<file path="src/sv/rar_pkg.sv">
// ----------------------------------------------------------------------------
// rar_pkg: shared types and constants of the rational reduce core
// Field widths, operation codes, sequencer states and beat structs.
// ----------------------------------------------------------------------------
package rar_pkg;

  localparam int IN_WIDTH = 16;
  localparam int MAG_W    = 2 * IN_WIDTH;   // magnitude of any raw part
  localparam int SUM_W    = MAG_W + 1;      // signed raw part
  localparam int NUM_W    = 33;
  localparam int DEN_W    = 31;

  localparam logic [1:0] KIND_REDUCE = 2'd0;
  localparam logic [1:0] KIND_ADD    = 2'd1;
  localparam logic [1:0] KIND_MUL    = 2'd2;

  typedef struct packed {
    logic [1:0]                 kind;
    logic signed [IN_WIDTH-1:0] a_num;
    logic signed [IN_WIDTH-1:0] a_den;
    logic signed [IN_WIDTH-1:0] b_num;
    logic signed [IN_WIDTH-1:0] b_den;
  } rar_in_t;

  typedef struct packed {
    logic signed [NUM_W-1:0] res_num;
    logic [DEN_W-1:0]        res_den;
    logic                    div_error;
  } rar_out_t;

  typedef enum logic [3:0] {
    S_IDLE,
    S_MUL0,
    S_MUL1,
    S_MUL2,
    S_PREP,
    S_GCD,
    S_DIVN,
    S_DIVD,
    S_FIN
  } rar_state_t;

endpackage

</file>
<file path="src/sv/rar_mul.sv">
// ----------------------------------------------------------------------------
// rar_mul: registered signed multiplier
// One product of two input-width operands per cycle, result in the next cycle.
// ----------------------------------------------------------------------------
module rar_mul
  import rar_pkg::*;
(
  input  logic                       clk,
  input  logic signed [IN_WIDTH-1:0] x,
  input  logic signed [IN_WIDTH-1:0] y,
  output logic signed [MAG_W-1:0]    p
);

  always_ff @(posedge clk) begin
    p <= x * y;
  end

endmodule

</file>
<file path="src/sv/rar_gcd.sv">
// ----------------------------------------------------------------------------
// rar_gcd: iterative binary GCD
// One shift or subtract step per cycle on two nonzero magnitudes.
// ----------------------------------------------------------------------------
module rar_gcd
  import rar_pkg::*;
(
  input  logic             clk,
  input  logic             rst,
  input  logic             start,
  input  logic [MAG_W-1:0] a,
  input  logic [MAG_W-1:0] b,
  output logic             done,
  output logic [MAG_W-1:0] g
);

  localparam int K_W = $clog2(MAG_W);

  logic             run;
  logic [MAG_W-1:0] u;
  logic [MAG_W-1:0] v;
  logic [K_W-1:0]   k;
  logic             u_big;
  logic [MAG_W-1:0] diff;
  logic             finish;

  // single shared subtractor: larger minus smaller
  assign u_big  = (u > v);
  assign diff   = u_big ? (u - v) : (v - u);
  assign finish = run && (u[0] || v[0]) && (u == v);

  always_ff @(posedge clk) begin
    if (rst) begin
      run  <= 1'b0;
      done <= 1'b0;
    end else begin
      done <= finish;
      if (start) begin
        run <= 1'b1;
      end else if (finish) begin
        run <= 1'b0;
      end
    end
  end

  always_ff @(posedge clk) begin
    if (start) begin
      u <= a;
      v <= b;
      k <= '0;
    end else if (run) begin
      if (!u[0] && !v[0]) begin
        // strip a common factor of two
        u <= u >> 1;
        v <= v >> 1;
        k <= k + K_W'(1);
      end else if (u == v) begin
        g <= u << k;
      end else if (!u[0]) begin
        u <= u >> 1;
      end else if (!v[0]) begin
        v <= v >> 1;
      end else if (u_big) begin
        u <= diff >> 1;
      end else begin
        v <= diff >> 1;
      end
    end
  end

endmodule

</file>
<file path="src/sv/rar_div.sv">
// ----------------------------------------------------------------------------
// rar_div: iterative restoring divider
// One quotient bit per cycle; the remainder is dropped.
// ----------------------------------------------------------------------------
module rar_div
  import rar_pkg::*;
(
  input  logic             clk,
  input  logic             rst,
  input  logic             start,
  input  logic [MAG_W-1:0] dividend,
  input  logic [MAG_W-1:0] divisor,
  output logic             done,
  output logic [MAG_W-1:0] quo
);

  localparam int C_W = $clog2(MAG_W);
  localparam logic [C_W-1:0] LAST = C_W'(MAG_W - 1);

  logic             run;
  logic [C_W-1:0]   cnt;
  logic [MAG_W-1:0] rem;
  logic [MAG_W-1:0] dsr;
  logic [MAG_W:0]   shifted;
  logic [MAG_W:0]   trial;
  logic             fits;

  assign shifted = {rem, quo[MAG_W-1]};
  assign trial   = shifted - {1'b0, dsr};
  assign fits    = (shifted >= {1'b0, dsr});

  always_ff @(posedge clk) begin
    if (rst) begin
      run  <= 1'b0;
      done <= 1'b0;
      cnt  <= '0;
    end else begin
      done <= 1'b0;
      if (start) begin
        run <= 1'b1;
        cnt <= '0;
      end else if (run) begin
        cnt <= cnt + C_W'(1);
        if (cnt == LAST) begin
          run  <= 1'b0;
          done <= 1'b1;
        end
      end
    end
  end

  always_ff @(posedge clk) begin
    if (start) begin
      rem <= '0;
      quo <= dividend;
      dsr <= divisor;
    end else if (run) begin
      rem <= fits ? trial[MAG_W-1:0] : shifted[MAG_W-1:0];
      quo <= {quo[MAG_W-2:0], fits};
    end
  end

endmodule

</file>
<file path="src/sv/rational_arith_reduce_core.sv">
// ----------------------------------------------------------------------------
// rational_arith_reduce_core: add / multiply signed fractions in lowest terms
// Reduces, adds or multiplies two signed fractions and returns the result
// reduced by its GCD with a positive denominator.
// ----------------------------------------------------------------------------
// Usage: raise start with an item while busy is low; the item is taken at
// that edge and busy stays high until the result goes out. The result beat
// sits on result for exactly one cycle with done high and cannot be held
// off, so the receiver must take it then. A zero numerator or zero
// denominator skips the GCD unit and the divider; otherwise the cost is set
// by the binary GCD unit (one shift or subtract per cycle on the 32-bit raw
// magnitudes) and by the restoring divider, which runs twice per item at one
// quotient bit a cycle. The shared multiplier gives three products before
// the raw numerator and denominator are formed. A zero numerator returns
// 0/1; a zero denominator under a nonzero numerator returns 0/1 with
// div_error.
// ----------------------------------------------------------------------------
module rational_arith_reduce_core
  import rar_pkg::*;
(
  input  logic     clk,
  input  logic     rst,
  input  logic     start,
  input  rar_in_t  item,
  output logic     busy,
  output logic     done,
  output rar_out_t result
);

  rar_state_t state;
  rar_state_t state_next;

  rar_in_t                 item_q;
  logic signed [MAG_W-1:0] t0;        // first product
  logic signed [MAG_W-1:0] t1;        // second product
  logic [MAG_W-1:0]        mn;        // raw numerator magnitude
  logic [MAG_W-1:0]        md;        // raw denominator magnitude
  logic                    neg;
  logic [MAG_W-1:0]        qn;        // reduced numerator magnitude

  // multiplier operands and product
  logic signed [IN_WIDTH-1:0] mx;
  logic signed [IN_WIDTH-1:0] my;
  logic signed [MAG_W-1:0]    prod;

  // raw fraction formed in the prep cycle
  logic signed [SUM_W-1:0] raw_n;
  logic signed [SUM_W-1:0] raw_d;
  logic [MAG_W-1:0]        mag_n;
  logic [MAG_W-1:0]        mag_d;
  logic                    same_den;
  logic                    n_zero;
  logic                    d_zero;

  // sequencer controls
  logic             accept;
  logic             gcd_start;
  logic             gcd_done;
  logic [MAG_W-1:0] gcd_g;
  logic             div_start;
  logic             div_done;
  logic [MAG_W-1:0] div_dividend;
  logic [MAG_W-1:0] quo;
  logic             load_res;
  rar_out_t         res_next;
  logic [NUM_W-1:0] num_mag;

  assign accept = start && !busy;

  // ---------------------------------------------------------------- units
  rar_mul u_mul (
    .clk (clk),
    .x   (mx),
    .y   (my),
    .p   (prod)
  );

  rar_gcd u_gcd (
    .clk   (clk),
    .rst   (rst),
    .start (gcd_start),
    .a     (mag_n),
    .b     (mag_d),
    .done  (gcd_done),
    .g     (gcd_g)
  );

  // the divider divides by the GCD, which holds once the GCD unit is done
  rar_div u_div (
    .clk      (clk),
    .rst      (rst),
    .start    (div_start),
    .dividend (div_dividend),
    .divisor  (gcd_g),
    .done     (div_done),
    .quo      (quo)
  );

  // ------------------------------------------------------ multiplier feed
  // MUL0: first product (a_num * b_den for add, a_num * b_num for multiply)
  // MUL1: b_num * a_den, MUL2: a_den * b_den; each lands in the next cycle.
  always_comb begin
    mx = item_q.a_den;
    my = item_q.b_den;
    unique case (state)
      S_MUL0: begin
        mx = item_q.a_num;
        my = (item_q.kind == KIND_MUL) ? item_q.b_num : item_q.b_den;
      end
      S_MUL1: begin
        mx = item_q.b_num;
        my = item_q.a_den;
      end
      default: begin
        mx = item_q.a_den;
        my = item_q.b_den;
      end
    endcase
  end

  // ------------------------------------------------------ raw fraction
  // Equal denominators in an add keep the common denominator; this matters
  // when both are zero, where the numerator sum decides the error flag.
  assign same_den = (item_q.a_den == item_q.b_den);

  always_comb begin
    case (item_q.kind)
      KIND_ADD: begin
        if (same_den) begin
          raw_n = SUM_W'(item_q.a_num) + SUM_W'(item_q.b_num);
          raw_d = SUM_W'(item_q.a_den);
        end else begin
          raw_n = SUM_W'(t0) + SUM_W'(t1);
          raw_d = SUM_W'(prod);
        end
      end
      KIND_MUL: begin
        raw_n = SUM_W'(t0);
        raw_d = SUM_W'(prod);
      end
      default: begin
        raw_n = SUM_W'(item_q.a_num);
        raw_d = SUM_W'(item_q.a_den);
      end
    endcase
  end

  assign mag_n  = raw_n[SUM_W-1] ? MAG_W'(-raw_n) : MAG_W'(raw_n);
  assign mag_d  = raw_d[SUM_W-1] ? MAG_W'(-raw_d) : MAG_W'(raw_d);
  assign n_zero = (raw_n == '0);
  assign d_zero = (raw_d == '0);

  // ------------------------------------------------------ sequencer
  always_ff @(posedge clk) begin
    if (rst) begin
      state <= S_IDLE;
    end else begin
      state <= state_next;
    end
  end

  always_comb begin
    state_next = state;
    unique case (state)
      S_IDLE: begin
        if (accept) begin
          state_next = S_MUL0;
        end
      end
      S_MUL0: state_next = S_MUL1;
      S_MUL1: state_next = S_MUL2;
      S_MUL2: state_next = S_PREP;
      S_PREP: begin
        state_next = (n_zero || d_zero) ? S_FIN : S_GCD;
      end
      S_GCD: begin
        if (gcd_done) begin
          state_next = S_DIVN;
        end
      end
      S_DIVN: begin
        if (div_done) begin
          state_next = S_DIVD;
        end
      end
      S_DIVD: begin
        if (div_done) begin
          state_next = S_FIN;
        end
      end
      S_FIN: state_next = S_IDLE;
      default: state_next = S_IDLE;
    endcase
  end

  always_comb begin
    busy         = 1'b1;
    done         = 1'b0;
    gcd_start    = 1'b0;
    div_start    = 1'b0;
    div_dividend = mn;
    load_res     = 1'b0;
    unique case (state)
      S_IDLE: busy = 1'b0;
      S_PREP: begin
        gcd_start = !(n_zero || d_zero);
        load_res  = n_zero || d_zero;
      end
      S_GCD: begin
        div_start    = gcd_done;
        div_dividend = mn;
      end
      S_DIVN: begin
        div_start    = div_done;
        div_dividend = md;
      end
      S_DIVD: load_res = div_done;
      S_FIN:  done = 1'b1;
      default: begin
        busy = 1'b1;
      end
    endcase
  end

  // ------------------------------------------------------ datapath registers
  always_ff @(posedge clk) begin
    if (accept) begin
      item_q <= item;
    end
    if (state == S_MUL1) begin
      t0 <= prod;
    end
    if (state == S_MUL2) begin
      t1 <= prod;
    end
    if (state == S_PREP) begin
      mn  <= mag_n;
      md  <= mag_d;
      neg <= raw_n[SUM_W-1] ^ raw_d[SUM_W-1];
    end
    if (state == S_DIVN && div_done) begin
      qn <= quo;
    end
    if (load_res) begin
      result <= res_next;
    end
  end

  // ------------------------------------------------------ result beat
  // Zero cases give 0/1; flag the error when only the denominator is zero.
  // Otherwise put the sign on the numerator; the denominator is the second
  // quotient, which is on the divider output when the reduced beat loads.
  assign num_mag = NUM_W'(qn);

  always_comb begin
    if (state == S_PREP) begin
      res_next.res_num   = '0;
      res_next.res_den   = DEN_W'(1);
      res_next.div_error = !n_zero;
    end else begin
      res_next.res_num   = neg ? -num_mag : num_mag;
      res_next.res_den   = DEN_W'(quo);
      res_next.div_error = 1'b0;
    end
  end

endmodule
</file>
<file path="config.mk">
export PLATFORM = sky130hd
export DESIGN_NAME = rational_arith_reduce_core
export DESIGN_NICKNAME = d
export VERILOG_FILES = /design/src/sv/rar_pkg.sv /design/src/sv/rar_mul.sv /design/src/sv/rar_gcd.sv /design/src/sv/rar_div.sv /design/src/sv/rational_arith_reduce_core.sv
export SDC_FILE = /design/constraint.sdc
export NUM_CORES = 2
export LEC_CHECK = 0
export BUFFER_PORTS_ARGS = -buffer_cell sky130_fd_sc_hd__buf_2
export CAP_MARGIN = 40
export CORE_UTILIZATION = 55
export DETAILED_ROUTE_END_ITERATION = 8
export PLACE_DENSITY = 0.72
export SLEW_MARGIN = 10
export SYNTH_ARGS = -nofsm -noshare
export SYNTH_HDL_FRONTEND = slang
export SYNTH_HIERARCHICAL = 1
export SYNTH_SLANG_ARGS = --single-unit
export TNS_END_PERCENT = 5
</file>
<file path="constraint.sdc">
create_clock -name clk -period 11.7 [get_ports clk]
set_input_delay 0.585 -clock clk [delete_from_list [all_inputs] [get_ports clk]]
set_output_delay 0.585 -clock clk [all_outputs]
set_load 0.02 [all_outputs]
</file>
### Word level (Yosys, flattened, before mapping)

Index checks and enable logic that the tools add are counted.

* register bits: 534
* input port bits: 69
* logic and storage cells: 145

* add/subtract/negate cells: 10
* $mul: 1
* $lt $le $gt $ge: 2
* equality and inequality tests: 21
* shift operators: 1
* multiplexer cells: 46
* bitwise logic cells: 5
* reduce and logical (&&, ||, !) cells: 28

Operators with widths (count)
* 2-to-1 mux 32 bit: 22
* one-hot mux 33 bit (2 select lines): 2
* subtractor 32 bit: 3
* logical NOT 33 bit: 2
* 2-to-1 mux 33 bit: 2
* negator 32 bit: 2
* one-hot mux 16 bit (2 select lines): 2
* adder 32 x 32 -> 33 bit: 1
* >= comparator 33 x 32 -> 1 bit: 1
* negator 32 -> 33 bit: 1
* == test 32 bit: 1
* > comparator 32 bit: 1
* multiplier 16 x 16 -> 32 bit: 1
* one-hot mux 4 bit (8 select lines): 1
* left shift 32 x 5 -> 32 bit: 1
* 2-to-1 mux 4 bit: 5
* adder 16 x 16 -> 17 bit: 1
* == test 16 bit: 1
* == test 4 x 3 -> 1 bit (second input constant): 4
* 2-to-1 mux 16 bit: 1
* AND reduction 4 bit: 4
* inequality test 4 bit (second input constant): 3
* adder 5 x 1 -> 5 bit (second input constant): 2
* 2-to-1 mux 1 bit: 9
* other kinds (22): 41

### Logic depth before layout (Yosys ltp)

* word-level depth: 9
* gate-level depth with buffers: 34
* mapped depth without buffers: 28

### Cells and area by module

The synthesis kept the hierarchy.

By module, submodules not included
* rational_arith_reduce_core: instances 1, cells each 1681, area an instance 17474.3 um^2
* rar_mul: instances 1, cells each 1161, area an instance 10666.5 um^2
* rar_gcd: instances 1, cells each 1110, area an instance 9485.3 um^2
* rar_div: instances 1, cells each 576, area an instance 5973.2 um^2

### Worst setup path before layout

No wires, ideal clock.

* kind: register to register
* start point: register item_q[64] in the netlist's numbering
* end point: register u_mul.p[30]
* setup time: 0.122 ns
* data arrival time: 7.981 ns
* path slack: 3.597 ns
* cell stages (with the launch flop): 31
* period minus slack after synthesis: 8.103 ns
* cell sequence: edfxtp_1 inv_1 ha_1 clkbuf_1 clkbuf_1 buf_1 clkbuf_1 and3_1 clkbuf_1 clkbuf_1 a222oi_1 inv_1 clkbuf_1 nand2_1 fa_1 inv_1 fa_1 fa_1 fa_1 fa_1 inv_1 fa_1 inv_1 ha_1 a21o_1 a21oi_1 o21ai_0 inv_1 and2_4 o21ai_2 a311o_1

* word-level cells in the longest chain between the ends: 4

Ends and longest elaborated chain
* start: declaration: RTL line rational_arith_reduce_core.sv:33 `rar_in_t item_q;`
* start signal: assignment: RTL line rational_arith_reduce_core.sv:228 `item_q <= item;`
* == test 2 bit: RTL line rational_arith_reduce_core.sv:108 `my = (item_q.kind == KIND_MUL) ? item_q.b_num : item_q.b_den;`
* 2-to-1 mux 16 bit: RTL line rational_arith_reduce_core.sv:108
* one-hot mux 16 bit (2 select lines): RTL line rational_arith_reduce_core.sv:105 `unique case (state)`
* via my[5]: RTL line rational_arith_reduce_core.sv:43 `logic signed [IN_WIDTH-1:0] my;`
* multiplier 16 x 16 -> 32 bit: RTL line rar_mul.sv:15 `p <= x * y;`
* end signal: assignment: RTL line rar_mul.sv:15
* end: declaration: RTL line rar_mul.sv:11 `output logic signed [MAG_W-1:0] p`

The timed path passes the listed nets, and every way through them passes these cells.
A chain may end at the register's enable or synchronous reset.

### Worst setup path after layout

Ends and elaborated chain as after synthesis.

==> results_dict.tcl <==
set metrics [dict create \
    cts_hold_buffers 0 \
    grt_pass1_vias 33500 \
    cts_buffer_depth 3 \
    wl_per_cell_um 22.54 \
    holdPathEnd "item_q[30]$_DFFE_PP_" \
    drc 0 \
    crit_fanout 60 \
    regToRegSetupSlack_ns 3.15 \
    multi_input_area_um2 25500 \
    hp-class "input pin to flip-flop" \
    worst_pin_slew_ns 1.199 \
    synth_seq_area_share_pct 34.90 \
    first_iter_violations 4187 \
    cts_resized 0 \
    rows 102 \
    setup_violations 0 \
    post_drt_via_cell_ratio 6.173 \
    drv_cap 0 \
    async_flop_share_pct 0 \
    core-area_um2 77980 \
    dp_cells 5528 \
    yosys_warnings 6 \
    path_cells "inv_1 -> ha_2 -> buf_4 -> and3_1 -> a222oi_1 -> inv_1 -> nand2_1 -> fa_1 -> inv_1 -> fa_1 -> fa_1 -> fa_1 -> fa_1 -> inv_1 -> fa_1 -> inv_1 -> ha_1 -> a21o_1 -> a21oi_1 -> o21ai_0 -> inv_1 -> and2_4 -> o21ai_2 -> a311o_1" \
    nFillCells 6514 \
    cts_sinks 534 \
    relSlewSlack_pct 20.04 \
    groute.layer.met2.usage_pct 49.49 \
    die_w_um 283.6 \
    synth-edff-count 452 \
    regMostFlops "item_q" \
    largest_reg_flops 66 \
    fin_crit_sh_pct 73.07 \
    rsz0062_at_grt "no" \
    ys.flop_type "edfxtp_1" \
    ios 136 \
    antenna_found_initial 4 \
    layout_min_cycle_time_ns 8.550 \
    finalSetupTns_ns 0 \
    ant_nets 0 \
    critPathMaxStageDelay_ns 0.89 \
    end_kind "flip-flop" \
    timing.fmax_ghz 0.1170 \
    critPathKind "flip-flop to flip-flop" \
    cts-root-buf "clkbuf_16" \
    slowest_stage "fa_1" \
    holdPathStages 1 \
    grt-busiest-layer "met2" \
    cp_data_required_time_ns 12.20 \
    numCtsBuffers 59 \
    ff_latch_area_um2 15220 \
    rr_worst_depth 24 \
    overflow 0 \
    top_regs "item_q: 66 flops, result: 65 flops" \
    cp-start-kind "flip-flop" \
    hold_start "item[30]" \
    synthDistinctLibCells 107 \
    dr_total_vias 34810 \
    dr.pass1.iters 7 \
    ys_ff_latch 534 \
    use_met1_pct 42.26 \
    grt_max_degree 74 \
    r2r_start "item_q[64]$_DFFE_PP_" \
    synth_fp_nets 5099 \
    rr_endpoint "u_mul/p[30]$_DFF_P_" \
    cts_max_level 2 \
    grtUsageTotal_pct 31.27 \
    postSynthCellCount 4528 \
    hold_viol 0 \
    final_max_slew_viol_count 0 \
    place_congestion 1.007 \
    dieArea_um2 80400 \
    final_cell_mix "inv_1, edfxtp_1, nand2_1" \
    fin_worst_skew_ns 0.06810 \
    worst_skew_pair.late_latency_ns 0.67 \
    stdcell_count 5639 \
    final_common_cell "inv_1" \
    layout-drive-gt1-share_pct 9.524 \
    die_h_um 283.6 \
    postCtsSetupRepairBufs 0 \
    cts.reportedPaths.clkPinSlew_ns 0.07 \
    io_buffer_count 135 \
    grt_pass1_wl_um 195800 \
    avgSynthCellArea_um2 9.629 \
    diodes 0 \
    start_util_pct 55.91 \
    status "completed" \
    cts_tree "done" \
    routed_wl_um 127100 \
    nets 5120 \
    grt.met3_usage_pct 4.807 \
    dp_hpwl_um 97220 \
    area_growth_pct 8.477 \
    critical_path_arrival_ns 9.05 \
    netlist_area_um2 43600 \
]
[stage by stage]
step | instance area, µm² | utilization (%) | setup slack (ns) | hold WS [ns]
6_report | 47300 | 60.65 | 3.150 | 0.08694
5_1_grt | 47300 | 60.65 | 2.764 | 0.07545
4_1_cts | 47300 | 60.65 | 3.249 | 0.06894
3_5_place_dp | 45140 | 57.89 | 3.308 | 0.4045
3_3_place_gp | 44970 | 57.67 | 3.412 | 0.4041
2_1_floorplan | 43600 | - | 3.597 | 0.4003
[worst max-delay path, delay by kind of cell (launching register included)]
family / cells / cell delay (ns)
flops: 1 / 0.41
fa+ha+maj: 8 / 4.13
compound gates: 6 / 1.14
simple gates: 3 / 1.28
buf+inv: 7 / 1.42
[cells by family (layout without fill, tap and decap cells)]
kind of cell | Yosys count | count (layout) | synth area share [%]
xor+xnor | 238 | 238 | 4.781
flops | 534 | 534 | 34.90
mux | 188 | 188 | 4.913
buf+inv | 756 | 827 | 6.755
compound gates | 1071 | 1071 | 16.12
simple gates | 1239 | 1239 | 13.53
fa+ha+maj | 502 | 502 | 19.00
[Yosys cell counts (all sizes together), types with 39 or more instances]
library cell | count | area, µm²
buf | 45 | 276.5
mux2 | 78 | 878.3
dfxtp | 82 | 1642
fa | 267 | 5345
o21ai | 256 | 1285
xnor2 | 125 | 1095
nor2 | 280 | 1059
nand2 | 453 | 1713
edfxtp | 452 | 13570
nor3 | 57 | 285.3
nor2b | 45 | 281.5
nand3 | 62 | 310.3
ha | 235 | 2940
a22oi | 40 | 300.3
mux2i | 97 | 970.9
and2 | 150 | 940.9
clkbuf | 178 | 668.1
a211oi | 51 | 397.9
xor2 | 113 | 989.7
inv | 531 | 1993
nand4 | 44 | 275.3
a21o | 57 | 429.2
a21oi | 296 | 1523
nand2b | 39 | 244.0
[metal layers]
metal	share of wire [%]	wire (µm)	up-vias
met1	40	51370	16860
met4	5.3	6780	4
met5	0.026	33	-
li1	-	-	15850
met2	45	57520	1762
met3	9.0	11380	338
[layout make-up]
type                    instances  area share [%]
well taps                    1040           2.751
clock inverters                38           1.241
clock buffers                  73           3.317
repair buffers                183           2.368
multi-input cells            3238           53.92
flip-flops and latches        534           32.17
inverters                     533           4.235
[worst max-delay path by stage]
stage,from,end,cells after the start
2_1_floorplan,item_q[64]$_DFFE_PP_,u_mul/p[30]$_DFF_P_,30
3_3_place_gp,state[0]$_SDFFE_PP0P_,u_mul/p[30]$_DFF_P_,24
3_5_place_dp,item_q[64]$_DFFE_PP_,u_mul/p[30]$_DFF_P_,24
4_1_cts,item_q[64]$_DFFE_PP_,u_mul/p[30]$_DFF_P_,24
5_1_grt,item_q[64]$_DFFE_PP_,u_mul/p[31]$_DFF_P_,24
6_report,item_q[64]$_DFFE_PP_,u_mul/p[30]$_DFF_P_,24
Power is not shown: default switching activity piles up to over one toggle a cycle in this logic, so the estimate is an artifact.
